File: src/design/cbt_pkg.sv
`timescale 1ns / 1ps

package cbt_pkg;

   localparam int OFFSET_BITS  = 16;
   localparam int REPLAY_DEPTH = 16;
   localparam int CNT_W        = $clog2(REPLAY_DEPTH + 1);
   localparam int IDX_W        = $clog2(REPLAY_DEPTH);
   localparam int LOOK         = 10;
   localparam int MATCH_MAX    = 9;
   localparam int BYTE_W       = 8;
   localparam int KIND_W       = 5;
   localparam int FIELD_W      = 16;
   localparam int TAKE_W       = 4;

   localparam logic [KIND_W-1:0] K_DOT       = 5'd9;
   localparam logic [KIND_W-1:0] K_MINUS     = 5'd11;
   localparam logic [KIND_W-1:0] K_SLASH     = 5'd13;
   localparam logic [KIND_W-1:0] K_IDENT     = 5'd20;
   localparam logic [KIND_W-1:0] K_FUNCTION  = 5'd21;
   localparam logic [KIND_W-1:0] K_NUMBER    = 5'd22;
   localparam logic [KIND_W-1:0] K_PERCENT   = 5'd23;
   localparam logic [KIND_W-1:0] K_DIMENSION = 5'd24;
   localparam logic [KIND_W-1:0] K_HASH      = 5'd25;
   localparam logic [KIND_W-1:0] K_ATKW      = 5'd26;
   localparam logic [KIND_W-1:0] K_STRING    = 5'd27;
   localparam logic [KIND_W-1:0] K_IMPORTANT = 5'd28;
   localparam logic [KIND_W-1:0] K_CDO       = 5'd29;
   localparam logic [KIND_W-1:0] K_ERROR     = 5'd30;
   localparam logic [KIND_W-1:0] K_END       = 5'd31;

   localparam logic [BYTE_W-1:0] CH_LF = 8'h0A;

   localparam logic [BYTE_W-1:0] IMPORTANT_WORD [MATCH_MAX] =
      '{"i", "m", "p", "o", "r", "t", "a", "n", "t"};
   localparam logic [BYTE_W-1:0] CDO_WORD [MATCH_MAX] =
      '{"!", "-", "-", 8'h00, 8'h00, 8'h00, 8'h00, 8'h00, 8'h00};
   localparam logic [TAKE_W-1:0] IMPORTANT_LEN = 4'd9;
   localparam logic [TAKE_W-1:0] CDO_LEN       = 4'd3;

   typedef enum logic [4:0] {
      M_IDLE    = 5'd0,
      M_IDENT   = 5'd1,
      M_NUMINT  = 5'd2,
      M_NUMFRAC = 5'd3,
      M_UNIT    = 5'd4,
      M_STRING  = 5'd5,
      M_STRESC  = 5'd6,
      M_COMMENT = 5'd7,
      M_HASH    = 5'd8,
      M_AT      = 5'd9
   } cbt_mode_type;

   typedef enum logic [2:0] {
      ST_WAIT,
      ST_RUN,
      ST_TAKE,
      ST_EMIT,
      ST_END,
      ST_FLUSH
   } cbt_state_type;

   typedef struct packed {
      logic [KIND_W-1:0]  kind;
      logic [FIELD_W-1:0] offset;
      logic [FIELD_W-1:0] length;
      logic [FIELD_W-1:0] line;
      logic [FIELD_W-1:0] column;
      logic               hash_id;
   } cbt_token_type;

   typedef struct packed {
      logic load_byte;
      logic apply;
      logic take;
      logic emit;
      logic end_tok;
      logic flush;
   } cbt_cmd_type;

   typedef struct packed {
      logic stop;
      logic ending;
      logic takes_left;
      logic emit_pend;
      logic held_valid;
      logic out_free;
   } cbt_stat_type;

   typedef struct packed {
      logic              stop;
      logic              bt;
      logic              set_flag;
      logic              flag_val;
      logic              set_quote;
      logic [TAKE_W-1:0] ntake;
      logic              emit;
      logic [KIND_W-1:0] kind;
      cbt_mode_type      mode_next;
   } cbt_dec_type;

   function automatic logic is_space(input logic [BYTE_W-1:0] c);
      return (c == " ") || (c >= 8'd9 && c <= 8'd13);
   endfunction

   function automatic logic is_digit(input logic [BYTE_W-1:0] c);
      return c >= "0" && c <= "9";
   endfunction

   function automatic logic is_start(input logic [BYTE_W-1:0] c);
      return (c >= "a" && c <= "z") || (c >= "A" && c <= "Z") || c == "_" || c[7];
   endfunction

   function automatic logic is_body(input logic [BYTE_W-1:0] c);
      return is_start(c) || is_digit(c) || c == "-";
   endfunction

   // {valid, kind}
   function automatic logic [KIND_W:0] punct_kind(input logic [BYTE_W-1:0] c);
      logic [KIND_W:0] r;
      unique case (c)
         ":":     r = {1'b1, 5'd0};
         ";":     r = {1'b1, 5'd1};
         ",":     r = {1'b1, 5'd2};
         "{":     r = {1'b1, 5'd3};
         "}":     r = {1'b1, 5'd4};
         "(":     r = {1'b1, 5'd5};
         ")":     r = {1'b1, 5'd6};
         "[":     r = {1'b1, 5'd7};
         "]":     r = {1'b1, 5'd8};
         "+":     r = {1'b1, 5'd10};
         "*":     r = {1'b1, 5'd12};
         ">":     r = {1'b1, 5'd14};
         "~":     r = {1'b1, 5'd15};
         "|":     r = {1'b1, 5'd16};
         "^":     r = {1'b1, 5'd17};
         "$":     r = {1'b1, 5'd18};
         "=":     r = {1'b1, 5'd19};
         default: r = '0;
      endcase
      return r;
   endfunction

endpackage

File: src/design/cbt_if.sv
`timescale 1ns / 1ps

interface cbt_req_if import cbt_pkg::*; ();
   logic              valid;
   logic              ready;
   logic [BYTE_W-1:0] text_byte;
   logic              end_of_text;

   modport source(output valid, text_byte, end_of_text, input ready);
   modport sink(input valid, text_byte, end_of_text, output ready);
endinterface

interface cbt_rsp_if import cbt_pkg::*; ();
   logic               valid;
   logic               ready;
   logic [KIND_W-1:0]  token_kind;
   logic [FIELD_W-1:0] start_offset;
   logic [FIELD_W-1:0] lexeme_length;
   logic [FIELD_W-1:0] start_line;
   logic [FIELD_W-1:0] start_column;
   logic               hash_is_id;
   logic               last_of_run;

   modport source(output valid, token_kind, start_offset, lexeme_length, start_line,
                  start_column, hash_is_id, last_of_run, input ready);
   modport sink(input valid, token_kind, start_offset, lexeme_length, start_line,
                start_column, hash_is_id, last_of_run, output ready);
endinterface

File: src/design/cbt_decode.sv
`timescale 1ns / 1ps

module cbt_decode import cbt_pkg::*; (
   input  cbt_mode_type      mode,
   input  logic [CNT_W-1:0]  count,
   input  logic [BYTE_W-1:0] look [LOOK],
   input  logic              ending,
   input  logic [BYTE_W-1:0] quote,
   output cbt_dec_type       dec
);

   logic [LOOK-1:0]   av;
   logic [BYTE_W-1:0] mt_word [MATCH_MAX];
   logic [TAKE_W-1:0] mt_len;
   logic              mt_stall;
   logic              mt_err;
   logic [BYTE_W-1:0] c0;
   logic [BYTE_W-1:0] c1;
   logic              dig0;
   logic              dig1;
   logic              dig2;
   logic              body0;
   logic [KIND_W:0]   pk;
   logic              tail;

   always_comb begin
      for (int i = 0; i < LOOK; i++) begin
         av[i] = int'(count) > i;
      end
   end

   assign c0    = look[0];
   assign c1    = look[1];
   assign dig0  = av[0] && is_digit(c0);
   assign dig1  = av[1] && is_digit(c1);
   assign dig2  = av[2] && is_digit(look[2]);
   assign body0 = av[0] && is_body(c0);
   assign pk    = punct_kind(c0);

   always_comb begin
      for (int i = 0; i < MATCH_MAX; i++) begin
         mt_word[i] = (c0 == "!") ? IMPORTANT_WORD[i] : CDO_WORD[i];
      end
   end

   assign mt_len  = (c0 == "!") ? IMPORTANT_LEN : CDO_LEN;

   // stop at the first byte that is missing or differs
   always_comb begin
      mt_stall = 1'b0;
      mt_err   = 1'b0;
      for (int i = 1; i <= MATCH_MAX; i++) begin
         if (i <= int'(mt_len) && !mt_stall && !mt_err) begin
            if (!av[i]) begin
               if (ending) begin
                  mt_err = 1'b1;
               end else begin
                  mt_stall = 1'b1;
               end
            end else if (look[i] != mt_word[i-1]) begin
               mt_err = 1'b1;
            end
         end
      end
   end

   always_comb begin
      dec = '0;
      dec.mode_next = mode;
      tail = 1'b0;
      if (mode == M_IDLE) begin
         if (!av[0]) begin
            dec.stop = 1'b1;
         end else if (is_space(c0)) begin
            dec.ntake = 4'd1;
         end else begin
            dec.bt = 1'b1;
            if (pk[KIND_W]) begin
               dec.ntake = 4'd1;
               dec.emit  = 1'b1;
               dec.kind  = pk[KIND_W-1:0];
            end else begin
               unique case (c0)
                  ".": begin
                     if (!av[1] && !ending) begin
                        dec.stop = 1'b1;
                     end else begin
                        dec.ntake = 4'd1;
                        if (dig1) begin
                           dec.mode_next = M_NUMFRAC;
                        end else begin
                           dec.emit = 1'b1;
                           dec.kind = K_DOT;
                        end
                     end
                  end
                  "-": begin
                     if (!av[1] && !ending) begin
                        dec.stop = 1'b1;
                     end else if (dig1) begin
                        dec.ntake = 4'd1;
                        dec.mode_next = M_NUMINT;
                     end else if (av[1] && c1 == ".") begin
                        if (!av[2] && !ending) begin
                           dec.stop = 1'b1;
                        end else begin
                           dec.ntake = 4'd1;
                           if (dig2) begin
                              dec.mode_next = M_NUMINT;
                           end else begin
                              dec.emit = 1'b1;
                              dec.kind = K_MINUS;
                           end
                        end
                     end else if (av[1] && c1 == "-") begin
                        dec.ntake = 4'd2;
                        dec.mode_next = M_IDENT;
                     end else begin
                        dec.ntake = 4'd1;
                        dec.emit  = 1'b1;
                        dec.kind  = K_MINUS;
                     end
                  end
                  "/": begin
                     if (!av[1] && !ending) begin
                        dec.stop = 1'b1;
                     end else if (av[1] && c1 == "*") begin
                        dec.ntake = 4'd2;
                        dec.mode_next = M_COMMENT;
                     end else begin
                        dec.ntake = 4'd1;
                        dec.emit  = 1'b1;
                        dec.kind  = K_SLASH;
                     end
                  end
                  "#": begin
                     if (!av[1] && !ending) begin
                        dec.stop = 1'b1;
                     end else begin
                        dec.set_flag  = 1'b1;
                        dec.flag_val  = av[1] && is_start(c1);
                        dec.ntake     = 4'd1;
                        dec.mode_next = M_HASH;
                     end
                  end
                  "@": begin
                     dec.ntake = 4'd1;
                     dec.mode_next = M_AT;
                  end
                  "\"", "'": begin
                     dec.set_quote = 1'b1;
                     dec.ntake = 4'd1;
                     dec.mode_next = M_STRING;
                  end
                  "!", "<": begin
                     if (mt_stall) begin
                        dec.stop = 1'b1;
                     end else if (mt_err) begin
                        dec.ntake = 4'd1;
                        dec.emit  = 1'b1;
                        dec.kind  = K_ERROR;
                     end else begin
                        dec.ntake = mt_len + 4'd1;
                        dec.emit  = 1'b1;
                        dec.kind  = (c0 == "!") ? K_IMPORTANT : K_CDO;
                     end
                  end
                  default: begin
                     dec.ntake = 4'd1;
                     if (is_start(c0)) begin
                        dec.mode_next = M_IDENT;
                     end else if (is_digit(c0)) begin
                        dec.mode_next = M_NUMINT;
                     end else begin
                        dec.emit = 1'b1;
                        dec.kind = K_ERROR;
                     end
                  end
               endcase
            end
         end
      end else if (!av[0] && !ending) begin
         dec.stop = 1'b1;
      end else begin
         unique case (mode)
            M_IDENT, M_HASH, M_AT, M_UNIT: begin
               if (body0) begin
                  dec.ntake = 4'd1;
               end else begin
                  dec.emit = 1'b1;
                  dec.mode_next = M_IDLE;
                  unique case (mode)
                     M_IDENT: dec.kind = (av[0] && c0 == "(") ? K_FUNCTION : K_IDENT;
                     M_HASH:  dec.kind = K_HASH;
                     M_AT:    dec.kind = K_ATKW;
                     default: dec.kind = K_DIMENSION;
                  endcase
               end
            end
            M_NUMINT: begin
               if (dig0) begin
                  dec.ntake = 4'd1;
               end else if (av[0] && c0 == ".") begin
                  if (!av[1] && !ending) begin
                     dec.stop = 1'b1;
                  end else if (dig1) begin
                     dec.ntake = 4'd1;
                     dec.mode_next = M_NUMFRAC;
                  end else begin
                     tail = 1'b1;
                  end
               end else begin
                  tail = 1'b1;
               end
            end
            M_NUMFRAC: begin
               if (dig0) begin
                  dec.ntake = 4'd1;
               end else begin
                  tail = 1'b1;
               end
            end
            M_STRING: begin
               if (!av[0]) begin
                  dec.emit = 1'b1;
                  dec.kind = K_STRING;
                  dec.mode_next = M_IDLE;
               end else if (c0 == quote) begin
                  dec.ntake = 4'd1;
                  dec.emit = 1'b1;
                  dec.kind = K_STRING;
                  dec.mode_next = M_IDLE;
               end else if (c0 == "\\") begin
                  dec.ntake = 4'd1;
                  dec.mode_next = M_STRESC;
               end else begin
                  dec.ntake = 4'd1;
               end
            end
            M_STRESC: begin
               if (!av[0]) begin
                  dec.emit = 1'b1;
                  dec.kind = K_STRING;
                  dec.mode_next = M_IDLE;
               end else begin
                  dec.ntake = 4'd1;
                  dec.mode_next = M_STRING;
               end
            end
            M_COMMENT: begin
               if (!av[0]) begin
                  dec.mode_next = M_IDLE;
               end else if (c0 == "*" && !av[1] && !ending) begin
                  dec.stop = 1'b1;
               end else if (c0 == "*" && av[1] && c1 == "/") begin
                  dec.ntake = 4'd2;
                  dec.mode_next = M_IDLE;
               end else begin
                  dec.ntake = 4'd1;
               end
            end
            default: dec.mode_next = M_IDLE;
         endcase
      end

      // number suffix: percent, unit or plain number
      if (tail) begin
         if (av[0] && c0 == "%") begin
            dec.ntake = 4'd1;
            dec.emit = 1'b1;
            dec.kind = K_PERCENT;
            dec.mode_next = M_IDLE;
         end else if (av[0] && (is_start(c0) || c0 == "-")) begin
            dec.ntake = 4'd1;
            dec.mode_next = M_UNIT;
         end else begin
            dec.emit = 1'b1;
            dec.kind = K_NUMBER;
            dec.mode_next = M_IDLE;
         end
      end
   end

endmodule

File: src/design/cbt_datapath.sv
`timescale 1ns / 1ps

module cbt_datapath import cbt_pkg::*; (
   input  logic              clock,
   input  logic              reset,
   input  cbt_cmd_type       cmd,
   output cbt_stat_type      stat,
   input  logic [BYTE_W-1:0] in_byte,
   input  logic              in_end,
   input  logic              rsp_ready,
   output logic              rsp_valid,
   output cbt_token_type     rsp_token,
   output logic              rsp_last
);

   logic [BYTE_W-1:0]      queue_ff [REPLAY_DEPTH];
   logic [BYTE_W-1:0]      look [LOOK];
   logic [CNT_W-1:0]       count_ff, count_in;
   cbt_mode_type           mode_ff, mode_in;
   logic [OFFSET_BITS-1:0] pos_ff, pos_in;
   logic [OFFSET_BITS-1:0] tbegin_ff, tbegin_in;
   logic [FIELD_W-1:0]     line_ff, line_in;
   logic [FIELD_W-1:0]     col_ff, col_in;
   logic [FIELD_W-1:0]     bline_ff, bline_in;
   logic [FIELD_W-1:0]     bcol_ff, bcol_in;
   logic [FIELD_W-1:0]     run_ff, run_in;
   logic [BYTE_W-1:0]      quote_ff, quote_in;
   logic [3:0]             flags_ff, flags_in;
   logic                   ending_ff, ending_in;
   logic [TAKE_W-1:0]      take_cnt_ff, take_cnt_in;
   logic                   emit_pend_ff, emit_pend_in;
   logic [KIND_W-1:0]      kind_ff, kind_in;
   cbt_token_type          held_ff, held_in;
   logic                   held_valid_ff, held_valid_in;
   cbt_token_type          out_ff, out_in;
   logic                   out_last_ff, out_last_in;
   logic                   out_valid_ff, out_valid_in;
   cbt_dec_type            dec;

   always_comb begin
      for (int i = 0; i < LOOK; i++) begin
         look[i] = queue_ff[i];
      end
   end

   cbt_decode u_decode (
      .mode   (mode_ff),
      .count  (count_ff),
      .look   (look),
      .ending (ending_ff),
      .quote  (quote_ff),
      .dec    (dec)
   );

   always_ff @(posedge clock) begin
      if (cmd.load_byte) begin
         if (count_ff < CNT_W'(REPLAY_DEPTH)) begin
            queue_ff[count_ff[IDX_W-1:0]] <= in_byte;
         end
      end else if (cmd.take) begin
         for (int i = 0; i < REPLAY_DEPTH - 1; i++) begin
            queue_ff[i] <= queue_ff[i+1];
         end
      end
   end

   always_comb begin
      count_in      = count_ff;
      mode_in       = mode_ff;
      pos_in        = pos_ff;
      tbegin_in     = tbegin_ff;
      line_in       = line_ff;
      col_in        = col_ff;
      bline_in      = bline_ff;
      bcol_in       = bcol_ff;
      run_in        = run_ff;
      quote_in      = quote_ff;
      flags_in      = flags_ff;
      ending_in     = ending_ff;
      take_cnt_in   = take_cnt_ff;
      emit_pend_in  = emit_pend_ff;
      kind_in       = kind_ff;
      held_in       = held_ff;
      held_valid_in = held_valid_ff;
      out_in        = out_ff;
      out_last_in   = out_last_ff;
      out_valid_in  = out_valid_ff;

      if (out_valid_ff && rsp_ready) begin
         out_valid_in = 1'b0;
      end

      if (cmd.load_byte) begin
         ending_in = in_end;
         if (count_ff < CNT_W'(REPLAY_DEPTH)) begin
            count_in = count_ff + 1'b1;
         end
      end

      if (cmd.apply) begin
         mode_in      = dec.mode_next;
         take_cnt_in  = dec.ntake;
         emit_pend_in = dec.emit;
         kind_in      = dec.kind;
         if (dec.bt) begin
            tbegin_in = pos_ff;
            bline_in  = line_ff;
            bcol_in   = col_ff;
            run_in    = '0;
            flags_in  = '0;
         end
         if (dec.set_flag) begin
            flags_in = {3'b000, dec.flag_val};
         end
         if (dec.set_quote) begin
            quote_in = queue_ff[0];
         end
      end

      if (cmd.take) begin
         take_cnt_in = take_cnt_ff - 1'b1;
         count_in    = count_ff - 1'b1;
         pos_in      = pos_ff + 1'b1;
         if (run_ff != '1) begin
            run_in = run_ff + 1'b1;
         end
         if (queue_ff[0] == CH_LF) begin
            if (line_ff != '1) begin
               line_in = line_ff + 1'b1;
            end
            col_in = FIELD_W'(1);
         end else if (col_ff != '1) begin
            col_in = col_ff + 1'b1;
         end
      end

      // a new token pushes the one held before it out, not yet last
      if ((cmd.emit || cmd.end_tok) && held_valid_ff) begin
         out_in       = held_ff;
         out_last_in  = 1'b0;
         out_valid_in = 1'b1;
      end

      if (cmd.emit) begin
         emit_pend_in    = 1'b0;
         held_in.kind    = kind_ff;
         held_in.offset  = FIELD_W'(tbegin_ff);
         held_in.length  = run_ff;
         held_in.line    = bline_ff;
         held_in.column  = bcol_ff;
         held_in.hash_id = (kind_ff == K_HASH) && flags_ff[0];
         held_valid_in   = 1'b1;
      end

      if (cmd.end_tok) begin
         held_in.kind    = K_END;
         held_in.offset  = FIELD_W'(pos_ff);
         held_in.length  = '0;
         held_in.line    = line_ff;
         held_in.column  = col_ff;
         held_in.hash_id = 1'b0;
         held_valid_in   = 1'b1;
         // back to the state after reset for the next text
         mode_in      = M_IDLE;
         count_in     = '0;
         pos_in       = '0;
         tbegin_in    = '0;
         line_in      = FIELD_W'(1);
         col_in       = FIELD_W'(1);
         bline_in     = FIELD_W'(1);
         bcol_in      = FIELD_W'(1);
         run_in       = '0;
         quote_in     = '0;
         flags_in     = '0;
         ending_in    = 1'b0;
         take_cnt_in  = '0;
         emit_pend_in = 1'b0;
      end

      if (cmd.flush) begin
         out_in        = held_ff;
         out_last_in   = 1'b1;
         out_valid_in  = 1'b1;
         held_valid_in = 1'b0;
      end
   end

   always_ff @(posedge clock) begin
      if (reset) begin
         count_ff      <= '0;
         mode_ff       <= M_IDLE;
         pos_ff        <= '0;
         tbegin_ff     <= '0;
         line_ff       <= FIELD_W'(1);
         col_ff        <= FIELD_W'(1);
         bline_ff      <= FIELD_W'(1);
         bcol_ff       <= FIELD_W'(1);
         run_ff        <= '0;
         quote_ff      <= '0;
         flags_ff      <= '0;
         ending_ff     <= 1'b0;
         take_cnt_ff   <= '0;
         emit_pend_ff  <= 1'b0;
         held_valid_ff <= 1'b0;
         out_valid_ff  <= 1'b0;
      end else begin
         count_ff      <= count_in;
         mode_ff       <= mode_in;
         pos_ff        <= pos_in;
         tbegin_ff     <= tbegin_in;
         line_ff       <= line_in;
         col_ff        <= col_in;
         bline_ff      <= bline_in;
         bcol_ff       <= bcol_in;
         run_ff        <= run_in;
         quote_ff      <= quote_in;
         flags_ff      <= flags_in;
         ending_ff     <= ending_in;
         take_cnt_ff   <= take_cnt_in;
         emit_pend_ff  <= emit_pend_in;
         held_valid_ff <= held_valid_in;
         out_valid_ff  <= out_valid_in;
      end
   end

   always_ff @(posedge clock) begin
      kind_ff     <= kind_in;
      held_ff     <= held_in;
      out_ff      <= out_in;
      out_last_ff <= out_last_in;
   end

   assign stat.stop       = dec.stop;
   assign stat.ending     = ending_ff;
   assign stat.takes_left = take_cnt_ff != '0;
   assign stat.emit_pend  = emit_pend_ff;
   assign stat.held_valid = held_valid_ff;
   assign stat.out_free   = !out_valid_ff || rsp_ready;

   assign rsp_valid = out_valid_ff;
   assign rsp_token = out_ff;
   assign rsp_last  = out_last_ff;

endmodule

File: src/design/cbt_ctrl.sv
`timescale 1ns / 1ps

module cbt_ctrl import cbt_pkg::*; (
   input  logic         clock,
   input  logic         reset,
   input  logic         req_valid,
   output logic         req_ready,
   input  cbt_stat_type stat,
   output cbt_cmd_type  cmd
);

   cbt_state_type state_ff, state_in;

   always_ff @(posedge clock) begin
      if (reset) begin
         state_ff <= ST_WAIT;
      end else begin
         state_ff <= state_in;
      end
   end

   always_comb begin
      state_in  = state_ff;
      cmd       = '0;
      req_ready = 1'b0;
      unique case (state_ff)
         ST_WAIT: begin
            req_ready = 1'b1;
            if (req_valid) begin
               cmd.load_byte = 1'b1;
               state_in = ST_RUN;
            end
         end
         ST_RUN: begin
            if (stat.stop) begin
               state_in = stat.ending ? ST_END : ST_FLUSH;
            end else begin
               cmd.apply = 1'b1;
               state_in = ST_TAKE;
            end
         end
         ST_TAKE: begin
            if (stat.takes_left) begin
               cmd.take = 1'b1;
            end else if (stat.emit_pend) begin
               state_in = ST_EMIT;
            end else begin
               state_in = ST_RUN;
            end
         end
         ST_EMIT: begin
            // hold until the output register can take the previous token
            if (!stat.held_valid || stat.out_free) begin
               cmd.emit = 1'b1;
               state_in = ST_RUN;
            end
         end
         ST_END: begin
            if (!stat.held_valid || stat.out_free) begin
               cmd.end_tok = 1'b1;
               state_in = ST_FLUSH;
            end
         end
         ST_FLUSH: begin
            if (!stat.held_valid) begin
               state_in = ST_WAIT;
            end else if (stat.out_free) begin
               cmd.flush = 1'b1;
               state_in = ST_WAIT;
            end
         end
         default: state_in = ST_WAIT;
      endcase
   end

endmodule

File: src/design/css_byte_tokenizer.sv
`timescale 1ns / 1ps

// Channel   Dir  Payload
// req_bus   in   text_byte, end_of_text
// rsp_bus   out  token_kind, start_offset, lexeme_length, start_line,
//                start_column, hash_is_id, last_of_run
//
// One request at a time: the byte is accepted, then each lexer step decodes,
// consumes its bytes one by one, leaves the consume loop and emits its token,
// and the run closes with a flush (after the end token at the end of the text);
// a failed lookahead adds the steps that re-lex the queue.
// Reset is synchronous; the queue contents are not cleared.
// A stalled result holds the loop when a further token or the closing flush
// needs the output register.

module css_byte_tokenizer import cbt_pkg::*; (
   input logic       clock,
   input logic       reset,
   cbt_req_if.sink   req_bus,
   cbt_rsp_if.source rsp_bus
);

   cbt_cmd_type   cmd;
   cbt_stat_type  stat;
   cbt_token_type token;
   logic          last;

   cbt_ctrl u_ctrl (
      .clock     (clock),
      .reset     (reset),
      .req_valid (req_bus.valid),
      .req_ready (req_bus.ready),
      .stat      (stat),
      .cmd       (cmd)
   );

   cbt_datapath u_datapath (
      .clock     (clock),
      .reset     (reset),
      .cmd       (cmd),
      .stat      (stat),
      .in_byte   (req_bus.text_byte),
      .in_end    (req_bus.end_of_text),
      .rsp_ready (rsp_bus.ready),
      .rsp_valid (rsp_bus.valid),
      .rsp_token (token),
      .rsp_last  (last)
   );

   assign rsp_bus.token_kind    = token.kind;
   assign rsp_bus.start_offset  = token.offset;
   assign rsp_bus.lexeme_length = token.length;
   assign rsp_bus.start_line    = token.line;
   assign rsp_bus.start_column  = token.column;
   assign rsp_bus.hash_is_id    = token.hash_id;
   assign rsp_bus.last_of_run   = last;

endmodule

File: src/flat_wrapper.sv
// flat-port wrapper written by rule: the top's interface ports become plain ports
module css_byte_tokenizer_flat import cbt_pkg::*;
  (clock, reset, req_bus_valid, req_bus_text_byte, req_bus_end_of_text, req_bus_ready, rsp_bus_valid, rsp_bus_token_kind, rsp_bus_start_offset, rsp_bus_lexeme_length, rsp_bus_start_line, rsp_bus_start_column, rsp_bus_hash_is_id, rsp_bus_last_of_run, rsp_bus_ready);
  cbt_req_if req_bus_i ();
  cbt_rsp_if rsp_bus_i ();
  input logic clock;
  input logic reset;
  input wire logic [$bits(req_bus_i.valid)-1:0] req_bus_valid;
  input wire logic [$bits(req_bus_i.text_byte)-1:0] req_bus_text_byte;
  input wire logic [$bits(req_bus_i.end_of_text)-1:0] req_bus_end_of_text;
  output wire logic [$bits(req_bus_i.ready)-1:0] req_bus_ready;
  output wire logic [$bits(rsp_bus_i.valid)-1:0] rsp_bus_valid;
  output wire logic [$bits(rsp_bus_i.token_kind)-1:0] rsp_bus_token_kind;
  output wire logic [$bits(rsp_bus_i.start_offset)-1:0] rsp_bus_start_offset;
  output wire logic [$bits(rsp_bus_i.lexeme_length)-1:0] rsp_bus_lexeme_length;
  output wire logic [$bits(rsp_bus_i.start_line)-1:0] rsp_bus_start_line;
  output wire logic [$bits(rsp_bus_i.start_column)-1:0] rsp_bus_start_column;
  output wire logic [$bits(rsp_bus_i.hash_is_id)-1:0] rsp_bus_hash_is_id;
  output wire logic [$bits(rsp_bus_i.last_of_run)-1:0] rsp_bus_last_of_run;
  input wire logic [$bits(rsp_bus_i.ready)-1:0] rsp_bus_ready;
  assign req_bus_i.valid = req_bus_valid;
  assign req_bus_i.text_byte = req_bus_text_byte;
  assign req_bus_i.end_of_text = req_bus_end_of_text;
  assign req_bus_ready = req_bus_i.ready;
  assign rsp_bus_valid = rsp_bus_i.valid;
  assign rsp_bus_token_kind = rsp_bus_i.token_kind;
  assign rsp_bus_start_offset = rsp_bus_i.start_offset;
  assign rsp_bus_lexeme_length = rsp_bus_i.lexeme_length;
  assign rsp_bus_start_line = rsp_bus_i.start_line;
  assign rsp_bus_start_column = rsp_bus_i.start_column;
  assign rsp_bus_hash_is_id = rsp_bus_i.hash_is_id;
  assign rsp_bus_last_of_run = rsp_bus_i.last_of_run;
  assign rsp_bus_i.ready = rsp_bus_ready;
  css_byte_tokenizer u_core (.clock(clock), .reset(reset), .req_bus(req_bus_i), .rsp_bus(rsp_bus_i));
endmodule
File: config.mk
export PLATFORM = sky130hd
export DESIGN_NAME = css_byte_tokenizer_flat
export DESIGN_NICKNAME = d
export VERILOG_FILES = /design/src/design/cbt_pkg.sv /design/src/design/cbt_if.sv /design/src/design/cbt_decode.sv /design/src/design/cbt_datapath.sv /design/src/design/cbt_ctrl.sv /design/src/design/css_byte_tokenizer.sv /design/src/flat_wrapper.sv
export SDC_FILE = /design/constraint.sdc
export NUM_CORES = 1
export LEC_CHECK = 0
export BUFFER_PORTS_ARGS = -buffer_cell sky130_fd_sc_hd__clkbuf_2
export CAP_MARGIN = 15
export CORE_AREA = 2 2 197 199
export CTS_BUF_LIST = sky130_fd_sc_hd__clkbuf_4 sky130_fd_sc_hd__clkbuf_8
export CTS_CLUSTER_DIAMETER = 100
export CTS_CLUSTER_SIZE = 14
export DETAILED_ROUTE_END_ITERATION = 16
export DIE_AREA = 0 0 199 201
export PLACE_DENSITY = 0.73
export REMOVE_ABC_BUFFERS = 1
export SYNTH_ARGS = -nofsm -noshare
export SYNTH_HDL_FRONTEND = slang
export SYNTH_SLANG_ARGS = --single-unit
export TNS_END_PERCENT = 100
File: constraint.sdc
create_clock -name clock -period 5.5 [get_ports clock]
set_input_delay 0.275 -clock clock [delete_from_list [all_inputs] [get_ports clock]]
set_output_delay 0.275 -clock clock [all_outputs]
set_load 0.02 [all_outputs]
# Word-level counts from Yosys, hierarchy flattened

Memory sizes are Yosys's and may differ from the RTL's.
Index checks and enable logic that the tools add are counted.
Widths: inputs -> output; s select.

Flip-flop bits (word level): 288
Bits in writable memories: 128
Input bits: 13
Output and inout port bits: 73
Logic and storage cells: 524
Memories: 1

Add/sub/neg operators: 8
Order comparisons: 36
Eq/ne operators: 91
Muxes and demuxes: 247
Reduce and logical (&&, ||, !) cells: 110

Memories:

| name                       | words | bits a word | rd ports | clocked after Yosys merged registers in | write ports | line               | RTL |
|---|---|---|---|---|---|---|---|
| u_core.u_datapath.queue_ff | 16    | 8           | 16       | 0                                       | 15          | cbt_datapath.sv:16 | `logic [BYTE_W-1:0] queue_ff [REPLAY_DEPTH];` |

Operators with widths:

| kind                  | count |
|---|---|
| $mux 15               | 20 |
| $eq 8x6->1 const B    | 24 |
| $mux 70               | 2 |
| $mux 65               | 2 |
| $mux 1                | 120 |
| $mux 5                | 21 |
| $pmux 6 s17           | 1 |
| $mux 16               | 6 |
| $eq 8x7->1 const B    | 11 |
| $mux 10               | 8 |
| $ne 8x8->1            | 9 |
| $add 16x1->16 const B | 4 |
| $mux 6                | 10 |
| $mux 7                | 8 |
| $mux 4                | 13 |
| $ne 16x16->1 const B  | 3 |
| $logic_and 1x1->1     | 46 |
| $pmux 4 s5            | 2 |
| $pmux 5 s7            | 1 |
| $mux 11               | 3 |
| $ge 8x7->1 const B    | 4 |
| $le 8x7->1 const B    | 4 |
| $mux 3                | 10 |
| $pmux 5 s6            | 1 |
| other kinds (66)      | 159 |

# Logic depth before layout (Yosys ltp)

Gate-level depths: netlist of run 1.
An unclocked memory read counts as a cell.

Word-level depth: 55
Mapped depth: 13
Gate-level depth less buffers: 11

# Cells and area by module

Synthesis of run 1 repeated with hierarchy kept, for this count alone.

Cells, all modules: 1839
Area, all modules: 19083.3 sq um

By module, submodules not included:

| module       | instances | cells an instance | area each (sq um) | sequential area each (sq um) |
|---|---|---|---|---|
| cbt_datapath | 1         | 1429              | 16383.2           | 10780.3 |
| cbt_decode   | 1         | 379               | 2443.6            | 0.0 |
| cbt_ctrl     | 1         | 31                | 256.5             | 60.1 |

# Worst setup path after synthesis of run 1

No wires, ideal clock.

Kind: register to register
Start point: register u_core.u_ctrl.state_ff[1]
End point: register u_core.u_datapath.out_ff (netlist bit u_core.u_datapath.rsp_token[0]), enable pin
Library setup time: 523 ps
Data arrival time: 4282 ps
Setup slack: 694 ps
Cell stages (with the launch flop): 4
Path buffers: 1
Cells stage by stage: dfxtp_1 clkbuf_1 nand3b_1 a21oi_1

Longest elaborated chain between the ends: 5
Elaborated cells on any way between the ends: 9
Those cells by class: eq/ne: 3; mux: 3; reduce/logical: 3

Ends and longest elaborated chain:

| what                                            | line                | RTL |
|---|---|---|
| start, declared                                 | cbt_ctrl.sv:12      | `cbt_state_type state_ff, state_in;` |
| start signal, assigned                          | cbt_ctrl.sv:18      | `state_ff <= state_in;` |
| $eq 3x2->1 / $eq 3x3->1 (equally long branches) | cbt_ctrl.sv:26      | `unique case (state_ff)` |
| $mux 1                                          | cbt_ctrl.sv:26      |  |
| $logic_or 1x1->1                                | cbt_datapath.sv:138 | `if ((cmd.emit \|\| cmd.end_tok) && held_valid_ff) begin` |
| $logic_and 1x1->1                               | cbt_datapath.sv:138 |  |
| $reduce_bool 2->1 (no line) (*)                 | -                   |  |
| end signal, assigned                            | cbt_datapath.sv:229 | `out_ff <= out_in;` |
| end, declared                                   | cbt_datapath.sv:35  | `cbt_token_type out_ff, out_in;` |

Every way passes the cells marked *; elsewhere a longest branch is shown, timed or not.
A chain may end at the register's enable or synchronous reset.

==> results.py, run 1 <==
metrics = {
    "clock_tree": {
        "h-tree-depth": 2,
        "root_buffer": "clkbuf_8",
        "clock_sinks": 416,
        "clkLatencyLatePin_ns": 0.60,
        "cts_tree": "done",
        "clockBufferDepth": 3,
        "path_clk_slew_ns": 0.11,
        "cts_buffers": 35,
        "cts_setup_buffers": 0,
    },
    "sta": {
        "max_freq_ghz": 0.2432,
        "skew_ns": 0.02876,
        "fin_crit_ns": 4.112,
        "period_share_pct": 74.76,
        "rsz0062_at_grt": "false",
        "setup_viol": 0,
        "tightest_slew_ns": 1.022,
        "drv_slew": 0,
        "relSlewSlack_pct": 31.85,
        "hold_viol_final": 0,
    },
    "layout": {
        "num-nets-final": 1813,
        "layout-drive-gt1-share_pct": 11.23,
        "n_antenna_cell": 0,
        "areaGrowthSynthToFinish_pct": 8.227,
        "fin_cells": 2334,
    },
    "worst_hold_path": {
        "min_from": "req_bus_end_of_text",
        "min_to": "u_core.u_datapath.ending_ff",
        "hold_class": "in -> reg",
        "hold_depth": 3,
    },
    "power": {
        "p_total_mw": 6.549,
        "p_per_area_nw_per_um2": 322.4,
        "leakage_nw": 7.188,
        "ir_drop_mv": 0.2454,
    },
    "routing": {
        "drt_wl_total_um": 42350,
        "drcViolationCount": 0,
        "dr.first_iter.drc_count": 1040,
        "ant_nets": 0,
        "routed_via_density": 5.847,
        "post_drt_wl_per_cell_um": 18.14,
        "drt_first_pass_iters": 5,
        "num_vias": 13650,
    },
    "logic_synthesis": {
        "synth-seq-cells": 416,
        "synth_area_um2": 18770,
        "synth-edff-count": 251,
        "synth.avg_cell_area_um2": 10.60,
        "ys_seq_area_share_pct": 57.76,
        "synthArstFlopShare_pct": 0,
        "synth_warnings": 0,
        "syn_inst": 1770,
        "synth_flop_cell": "edfxtp_1",
        "yosys.cell_types.count": 86,
    },
    "global_routing": {
        "grt_pass1_vias": 13020,
        "grtUsageTotal_pct": 21.32,
        "grt_pass1_wl_um": 68770,
        "busiest_layer": "met2",
        "use_met2_pct": 35.13,
        "grt_start_max_net_pins": 69,
        "use_met3_pct": 3.024,
        "antenna_found_initial": 0,
        "grt_remaining_overflow": 0,
        "use_met1_pct": 29.38,
    },
    "critical_path": {
        "arrival_ns": 4.63,
        "cp-end-kind": "flop",
        "r2r.worst_path.cells": 9,
        "crit_fanout": 51,
        "worstPathCellList": "nor4b_4 > nand4_1 > a2111oi_0 > nor2_1 > o32a_2 > nand4_4 > buf_4 > nand3_1 > a31oi_1",
        "reg2reg_to": "u_core.u_datapath.run_ff[5]",
        "max_stage_delay_ns": 0.75,
        "cp.required_ns": 6.02,
        "regToRegStartpoint": "u_core.u_datapath.queue_ff[0][1]",
        "worstSetupStartpointType": "flop",
        "cpMaxStageDelayCell": "edfxtp_1",
        "r2r_setup_slack_ns": 1.39,
        "critPathKind": "reg -> reg",
    },
    "die": {
        "io_pins": 86,
        "row_count": 72,
        "start_util_pct": 49.25,
        "die_x_um": 199,
        "dieHeight_um": 201,
        "fp.coreArea_um2": 38110,
        "die_area_um2": 40000,
    },
    "placement": {
        "hpwl_um": 28500,
        "dp_cells": 2261,
        "routabilityCongestion": 0.9458,
        "port_buffers": 85,
    },
    "run_status": {
        "status": "finished clean",
    },
    "run": {
        "drv_cap": 0,
    },
}
-- logic make-up after synthesis --
group           after synthesis  share of synthesized area, %
compound gates              464                         17.03
xor+xnor                     48                         2.240
fa+ha+maj                    10                        0.6667
buf+inv                     156                         3.333
flops                       416                         57.76
mux                           9                        0.4800
simple gates                667                         18.49
-- sequential cells by signal, summed over array words and instances, names as in the netlist, 4 cells and up --
signal and cells:
u_core.u_datapath.queue_ff 128, u_core.u_datapath.held_ff 70, u_core.u_datapath.rsp_token 70, u_core.u_datapath.bcol_ff 16, u_core.u_datapath.bline_ff 16, u_core.u_datapath.col_ff 16, u_core.u_datapath.line_ff 16, u_core.u_datapath.pos_ff 16
u_core.u_datapath.run_ff 16, u_core.u_datapath.tbegin_ff 16, u_core.u_datapath.quote_ff 8, u_core.u_datapath.count_ff 5, u_core.u_datapath.kind_ff 5, u_core.u_datapath.mode_ff 5, u_core.u_datapath.take_cnt_ff 4
-- cells in the mapped netlist, types with 8 or more instances --
library cell	n	area share (%)
xnor2_1	28	1.3
nor4_1	12	0.40
nor3_1	40	1.1
clkbuf_1	97	1.9
dfxtp_1	165	18
nand3_1	110	2.9
nor2b_1	14	0.47
o211ai_1	14	0.56
o21ai_0	95	2.5
inv_1	25	0.50
mux2i_1	9	0.48
nor4b_1	8	0.37
a22o_1	43	2.0
nor2_1	104	2.1
nand4_1	31	1.0
a31oi_1	22	0.73
edfxtp_1	251	40
ha_1	10	0.67
o31ai_1	15	0.60
nand2_1	201	4.0
a21oi_1	72	1.9
a21o_1	125	5.0
a211oi_1	13	0.52
buf_1	15	0.30
nand2b_1	20	0.67
xor2_1	20	0.93
buf_2	13	0.35
or3_1	26	0.87
and2_1	17	0.57
and3_1	11	0.37
-- report_power, final --
part	internal, mW	switching (mW)	leakage (nW)
Combinational	0.309	0.751	3.18
Clock	0.781	0.994	0.377
Sequential	3.54	0.172	3.63
Total	4.63	1.92	7.19
-- cell usage in the layout, fill, tap and decap left out, drive strengths merged, types with 11 or more instances in the layout --
cell type	instances
a211oi	14
inv	27
buf	19
nor2	104
nand4	33
o21ai	95
or3	27
nor4	12
nand2	202
and3	11
nor3	41
a21o	125
xor2	20
and2	17
nand3	112
edfxtp	251
a22o	43
a31oi	22
a21oi	72
nor2b	14
clkbuf	145
xnor2	28
nor4b	12
o31ai	15
nand2b	20
dfxtp	165
o211ai	14
-- final cells by class --
cell class	count	area [um^2]
fillers	3297	17790
flip-flops and latches	416	10840
multi-input cells	1198	7357
clock buffers	60	675.6
repair buffers	113	670.6
well taps	518	648.1
inverters	26	97.59
clock inverters	3	22.52
-- metrics by stage --
stage	TNS (ns)	util, %	setup slack [ns]	hold slack (ns)	instance area [um^2]
2_1_floorplan	-23.71	-	-1.152	0.3441	18240
3_3_place_gp	0	51.18	1.623	0.4021	19500
3_5_place_dp	0	51.18	1.527	0.4045	19500
4_1_cts	0	53.25	1.456	0.0001829	20290
5_1_grt	0	53.30	1.045	0.02243	20310
6_report	0	53.30	1.388	0.02878	20310
-- timing repair --
item / CTS / global route
hold buffers: 9 / 0
hold endpoints to repair: 12 / 0
resized for setup: 0 / 0
-- worst max path at each step --
| stage | from | endpoint | slack, ns | cells past startpoint |
|---|---|---|---|---|
| floorplan | u_core.u_datapath.rsp_valid | u_core.u_datapath.col_ff[11] | -1.15 | 6 |
| global placement | u_core.u_datapath.queue_ff[0][1] | u_core.u_datapath.run_ff[8] | 1.62 | 9 |
| detailed placement | u_core.u_datapath.queue_ff[0][1] | u_core.u_datapath.run_ff[10] | 1.53 | 9 |
| CTS | u_core.u_datapath.queue_ff[0][1] | u_core.u_datapath.run_ff[5] | 1.46 | 9 |
| global route | u_core.u_datapath.queue_ff[0][1] | u_core.u_datapath.run_ff[5] | 1.04 | 9 |
| finish | u_core.u_datapath.queue_ff[0][1] | u_core.u_datapath.run_ff[5] | 1.39 | 9 |
-- worst max-delay path, delay by kind of cell (launching register included) --
family | cells | cell delay [ns]
compound gates | 3 | 1.35
buf+inv | 1 | 0.45
flops | 1 | 0.75
simple gates | 5 | 1.47
-- routing by layer --
layer,part of all wire (%),up-vias
met4,2.1,0
met5,0,-
li1,-,6606
met1,45,6560
met3,5.5,72
met2,48,409
No activity file was read; power rests on OpenSTA's default activity.
==> inputs of run 2 (changes only) <==
==> constraint.sdc (replaced) <==
create_clock -name clock -period 3.98 [get_ports clock]
set_input_delay 0.199 -clock clock [delete_from_list [all_inputs] [get_ports clock]]
set_output_delay 0.199 -clock clock [all_outputs]
set_load 0.02 [all_outputs]
==> run 2 against run 1 <==
Final cell count grew 0.81%. Critical path depth unchanged. Cell area grew 1.0%. Global-route usage shrank 0.32 points. Clock skew up 0.0079 ns. Fmax is 13% higher.
==> results.py, run 2 (synthesized netlist as in run 1, its figures left out) <==
metrics = {
    "layout": {
        "areaGrowthSynthToFinish_pct": 9.320,
        "layout-drive-gt1-share_pct": 12.05,
        "fillers": 3289,
        "multi_input_area_um2": 7357,
        "num-nets-final": 1831,
        "final_cell_mix": "edfxtp_1, nand2_1, dfxtp_1",
        "largest-register": "u_core.u_datapath.queue_ff",
        "post-route-util_pct": 53.84,
        "final_common_cell": "edfxtp_1",
        "largest_reg_flops": 128,
        "seq_area_um2": 10840,
    },
    "worst_hold_path": {
        "min_from": "rsp_bus_ready",
        "hold_class": "in -> reg",
    },
    "die": {
        "start_util_pct": 49.25,
        "io_pins": 86,
        "die_area_um2": 40000,
        "die_x_um": 199,
        "dieHeight_um": 201,
        "fp.coreArea_um2": 38110,
        "row_count": 72,
    },
    "critical_path": {
        "cp-startpoint": "u_core.u_datapath.count_ff[0]",
        "arrival_ns": 4.18,
        "worstSetupStartpointType": "flop",
        "cp.required_ns": 4.52,
        "regToRegStartpoint": "u_core.u_datapath.count_ff[0]",
        "critPathKind": "reg -> reg",
        "cp-end-kind": "flop",
        "crit_fanout": 12,
    },
    "routing": {
        "routed_via_density": 5.864,
        "drt_first_pass_iters": 5,
        "post_drt_wl_per_cell_um": 17.91,
        "ant_nets": 0,
        "drt_wl_total_um": 42140,
        "dr.first_iter.drc_count": 1264,
        "num_vias": 13800,
        "drcViolationCount": 0,
    },
    "placement": {
        "routabilityCongestion": 0.9623,
        "port_buffers": 85,
        "hpwl_um": 28670,
    },
    "sta": {
        "setup_viol": 0,
        "hold_viol_final": 0,
        "max_freq_ghz": 0.2747,
        "rsz0062_at_grt": "false",
        "fin_crit_ns": 3.640,
        "tns_ns": 0,
        "skew_ns": 0.03671,
        "period_share_pct": 91.45,
        "relSlewSlack_pct": 41.59,
        "drv_slew": 0,
        "tightest_slew_ns": 0.8540,
    },
    "run_status": {
        "status": "finished clean",
    },
    "global_routing": {
        "grt_start_max_net_pins": 89,
        "grt_pass1_vias": 12850,
        "grt_pass1_wl_um": 67790,
        "antenna_found_initial": 1,
        "grt_remaining_overflow": 0,
        "grtUsageTotal_pct": 21.01,
    },
    "power": {
        "ir_drop_mv": 0.3655,
        "p_per_area_nw_per_um2": 445.7,
        "leakage_nw": 7.307,
    },
    "clock_tree": {
        "clock_sinks": 416,
        "path_clk_slew_ns": 0.10,
        "cts_resized": 0,
        "cts_setup_buffers": 0,
        "root_buffer": "clkbuf_8",
        "h-tree-depth": 2,
        "clkLatencyLatePin_ns": 0.62,
        "cts_tree": "done",
        "clockBufferDepth": 3,
        "cts_buffers": 36,
    },
    "run": {
        "drv_cap": 0,
    },
}
==> run 2: cell types whose count changed in the layout (fill, tap and decap cells not counted) <==
cell,delta
inv_6,+1
dlygate4sd3_1,+2
clkinvlp_4,-1
diode_2,+1
clkbuf_8,+3
clkinv_1,-1
buf_12,+3
buf_4,+12
clkbuf_4,-2
clkinv_4,+1
==> run 2: per-stage QoR <==
| step | hold slack, ns | setup slack (ns) | cell area [um^2] | power (mW) | instances |
|---|---|---|---|---|---|
| 2_1_floorplan | 0.2681 | -2.672 | 18240 | 6.120 | 1640 |
| 3_3_place_gp | 0.3919 | 0.5308 | 19670 | 6.679 | 2277 |
| 3_5_place_dp | 0.3907 | 0.4197 | 19670 | 6.707 | 2277 |
| 4_1_cts | 0.001787 | 0.4052 | 20510 | 9.216 | 2352 |
| 5_1_grt | 0.03671 | 0.1401 | 20510 | 9.562 | 2352 |
| 6_report | 0.04312 | 0.3402 | 20520 | 9.145 | 2353 |
==> run 2: final cells by class <==
type	instances	share of cell area, %
clock inverter	3	0.1403
tap	518	3.159
inverter	26	0.4757
antenna	1	0.01220
sequential	416	52.84
timing repair buffer	130	4.098
clock buffer	61	3.421
multi-input combinational	1198	35.86
==> run 2: power by group <==
group          leakage, nW  switching [mW]  internal [mW]
Combinational         3.28            1.08          0.460
Clock                0.396            1.39           1.13
Sequential            3.63           0.185           4.90
==> run 2: path summary, 6_finish.rpt <==
check | to | slack, ns | cells after the start
worst max register to register | u_core.u_datapath.take_cnt_ff[1] | 0.34 | 9
worst max-delay path | u_core.u_datapath.take_cnt_ff[1] | 0.34 | 9
worst min register to register | u_core.u_datapath.rsp_token[11] | 0.42 | 0
worst min-delay path | u_core.u_datapath.rsp_valid | 0.04 | 3
==> run 2: timing repair <==
action | CTS | global route
hold endpoints to repair | 13 | 0
hold buffers | 11 | 0
endpoints found under the setup margin | 0 | 0
==> run 2: routing by layer <==
layer	GRT usage [%]	vias to the layer above	wire [um]
met1	29.54	6650	19380
li1	-	6664	-
met2	33.03	418	19350
met3	4.318	67	2509
met5	0	-	0
met4	5.757	0	908
==> run 2: critical path, cell delays in order (launching register included) <==
cell and delay, ns:
dfxtp_1 0.54, inv_1 0.17, ha_1 0.32, or4b_2 0.43, nand4_2 0.33, or4_1 0.76, or4b_1 0.51, a21oi_1 0.22
o21ai_0 0.11, a31oi_1 0.18
==> inputs of run 3 (changes only) <==
--- a/config.mk
+++ b/config.mk
@@ -5,6 +5,7 @@
 export SDC_FILE = /design/constraint.sdc
 export NUM_CORES = 1
 export LEC_CHECK = 0
+export ABC_AREA = 1
 export BUFFER_PORTS_ARGS = -buffer_cell sky130_fd_sc_hd__clkbuf_2
 export CAP_MARGIN = 15
 export CORE_AREA = 2 2 197 199
@@ -13,7 +14,7 @@
 export CTS_CLUSTER_SIZE = 14
 export DETAILED_ROUTE_END_ITERATION = 16
 export DIE_AREA = 0 0 199 201
-export PLACE_DENSITY = 0.73
+export PLACE_DENSITY = 0.72
 export REMOVE_ABC_BUFFERS = 1
 export SYNTH_ARGS = -nofsm -noshare
 export SYNTH_HDL_FRONTEND = slang
==> run 3 against run 2 <==
Core utilization up 0.079 points. Flip-flop and latch count is the same. Cell area increased by 0.15%. Sequential share of layout area down 0.077 points.
==> results.py, run 3 <==
metrics = {
    "run_status": {
        "status": "finished clean",
    },
    "critical_path": {
        "reg2reg_to": "u_core.u_datapath.bline_ff[5]",
        "regToRegStartpoint": "u_core.u_datapath.count_ff[1]",
        "cp.required_ns": 4.44,
        "cp-end-kind": "flop",
        "crit_top_cell": "nand2_1",
        "r2r_setup_slack_ns": 0.43,
        "arrival_ns": 4.01,
        "worstSetupStartpointType": "flop",
        "r2r.worst_path.cells": 25,
        "max_stage_delay_ns": 0.43,
        "crit_fanout": 24,
        "critPathKind": "reg -> reg",
        "cpMaxStageDelayCell": "dfxtp_1",
    },
    "clock_tree": {
        "cts_setup_buffers": 0,
        "clock_sinks": 416,
        "cts_tree": "done",
        "cts_buffers": 35,
        "root_buffer": "clkbuf_8",
        "clkLatencyLatePin_ns": 0.58,
        "clockBufferDepth": 3,
        "h-tree-depth": 2,
        "path_clk_slew_ns": 0.09,
        "cts_resized": 0,
    },
    "global_routing": {
        "grt_start_max_net_pins": 82,
        "grtUsageTotal_pct": 21.74,
        "grt_pass1_vias": 13740,
        "grt_remaining_overflow": 0,
        "antenna_found_initial": 0,
        "grt_pass1_wl_um": 70030,
    },
    "die": {
        "start_util_pct": 49.08,
        "row_count": 72,
        "io_pins": 86,
        "die_x_um": 199,
        "fp.coreArea_um2": 38110,
        "dieHeight_um": 201,
        "die_area_um2": 40000,
    },
    "logic_synthesis": {
        "synth_area_um2": 18700,
        "synth-seq-cells": 416,
        "ys_top_cells_by_count": "nand2_1, inv_1, edfxtp_1, o21ai_0, nor2_1",
        "yosysTopAreaCellShare_pct": 40.30,
        "post-synth-top-count-cell": "nand2_1",
        "synth_area_leaders": "edfxtp_1, dfxtp_1, nand2_1, inv_1, o21ai_0",
        "synthArstFlopShare_pct": 0,
        "synth.avg_cell_area_um2": 9.150,
        "yosys.area.top_type": "edfxtp_1",
        "synth_warnings": 0,
        "ys_seq_area_share_pct": 57.96,
        "synth-edff-count": 251,
        "synth_flop_cell": "edfxtp_1",
        "syn_inst": 2044,
        "yosys.cell_types.count": 59,
    },
    "layout": {
        "post-route-util_pct": 53.92,
        "largest-register": "u_core.u_datapath.queue_ff",
        "areaGrowthSynthToFinish_pct": 9.861,
        "postLayoutCellArea_um2": 20550,
        "final_common_cell": "nand2_1",
        "multi_input_area_um2": 6394,
        "seq_area_um2": 10840,
        "layout-drive-gt1-share_pct": 13.26,
        "n_antenna_cell": 0,
        "largest_reg_flops": 128,
        "fillers": 3439,
        "fin_cells": 2682,
        "final_cell_mix": "nand2_1, inv_1, edfxtp_1",
        "num-nets-final": 2162,
    },
    "routing": {
        "post_drt_wl_per_cell_um": 16.14,
        "ant_nets": 0,
        "drt_wl_total_um": 43280,
        "drt_first_pass_iters": 5,
        "dr.first_iter.drc_count": 1188,
        "num_vias": 14470,
        "drcViolationCount": 0,
        "routed_via_density": 5.395,
    },
    "placement": {
        "routabilityCongestion": 0.9511,
        "dp_cells": 2609,
        "hpwl_um": 29860,
        "place_area_um2": 19720,
        "port_buffers": 85,
    },
    "power": {
        "internal-power_mw": 6.999,
        "ir_drop_mv": 0.3353,
        "combPwrFrac_pct": 24.1,
        "p_total_mw": 10.40,
        "power_frac_clock_pct": 23.9,
        "seqPwrFrac_pct": 52.0,
        "p_switching_mw": 3.402,
        "leakage_nw": 7.592,
        "p_per_area_nw_per_um2": 506.2,
        "switching_share_pct": 32.71,
    },
    "sta": {
        "rsz0062_at_grt": "false",
        "skew_ns": 0.02875,
        "hold_viol_final": 0,
        "holdWs_ns": 0.03684,
        "relSlewSlack_pct": 34.48,
        "fin_crit_ns": 3.551,
        "setup_viol": 0,
        "period_share_pct": 89.21,
        "max_freq_ghz": 0.2816,
        "drv_slew": 0,
        "tightest_slew_ns": 0.9792,
    },
    "worst_hold_path": {
        "min_to": "u_core.u_datapath.rsp_valid",
        "hold_depth": 4,
        "min_from": "rsp_bus_ready",
        "hold_class": "in -> reg",
    },
    "run": {
        "drv_cap": 0,
    },
}
## run 3: critical path, delay by kind of cell (launching register included)
family	cells	cell delay (ns)
flip-flops	1	0.43
AO/OA/AOI/OAI	2	0.23
adder cells (fa/ha/maj)	1	0.19
buffers and inverters	5	0.66
AND/OR/NAND/NOR	17	1.90
## run 3: final cells by class
| cell class | instances | share of cell area (%) |
|---|---|---|
| Sequential cell | 416 | 52.76 |
| Multi-Input combinational cell | 1260 | 31.12 |
| Inverter | 297 | 5.450 |
| Timing Repair Buffer | 129 | 4.043 |
| Clock buffer | 59 | 3.252 |
| Tap cell | 518 | 3.154 |
| Clock inverter | 3 | 0.2253 |
## run 3: through the flow
stage / TNS, ns / setup slack, ns
global placement: 0 / 0.5126
finish: 0 / 0.4293
floorplan: -192.49 / -2.056
global route: 0 / 0.1129
CTS: 0 / 0.4222
detailed placement: 0 / 0.4040
## run 3: cells by family (layout without fill, tap and decap cells)
kind of cell	Yosys count	in the layout	synth area share, %
compound gates	446	446	13.79
xor+xnor	10	10	0.4683
fa+ha+maj	10	10	0.6690
buf+inv	369	488	8.014
flops	416	416	57.96
simple gates	793	794	19.10
## run 3: power by group through the flow
stage / registers [mW] / logic (mW) / clock network, mW
final: 5.41 / 2.51 / 2.48
after CTS: 5.41 / 2.46 / 2.56
after global placement: 5.49 / 2.40 / 0
after floorplan: 5.54 / 1.64 / 0
after global routing: 5.46 / 2.79 / 2.73
after detailed placement: 5.51 / 2.44 / 0
## run 3: routing by layer
| layer | share of wire, % | track usage (%) | wire length [um] |
|---|---|---|---|
| met5 | 0 | 0 | 0 |
| met4 | 2.4 | 6.557 | 1023 |
| met3 | 6.5 | 3.528 | 2809 |
| met2 | 47 | 36.24 | 20550 |
| met1 | 44 | 29.15 | 18900 |
## run 3: timing repair
action | 4_1_cts | 5_1_grt
endpoints found under the setup margin | 0 | 2
hold endpoints to repair | 10 | 0
hold buffers | 10 | 0
## run 3: worst max-delay path by stage
stage                                startpoint                              to  slack [ns]
6_report          u_core.u_datapath.count_ff[1]   u_core.u_datapath.bline_ff[5]        0.43
4_1_cts           u_core.u_datapath.count_ff[1]   u_core.u_datapath.bline_ff[5]        0.42
3_3_place_gp   u_core.u_datapath.queue_ff[0][1]  u_core.u_datapath.bline_ff[15]        0.51
5_1_grt           u_core.u_datapath.count_ff[1]   u_core.u_datapath.bline_ff[7]        0.11
2_1_floorplan       u_core.u_datapath.rsp_valid    u_core.u_datapath.col_ff[12]       -2.06
3_5_place_dp      u_core.u_datapath.count_ff[1]   u_core.u_datapath.bline_ff[5]        0.40
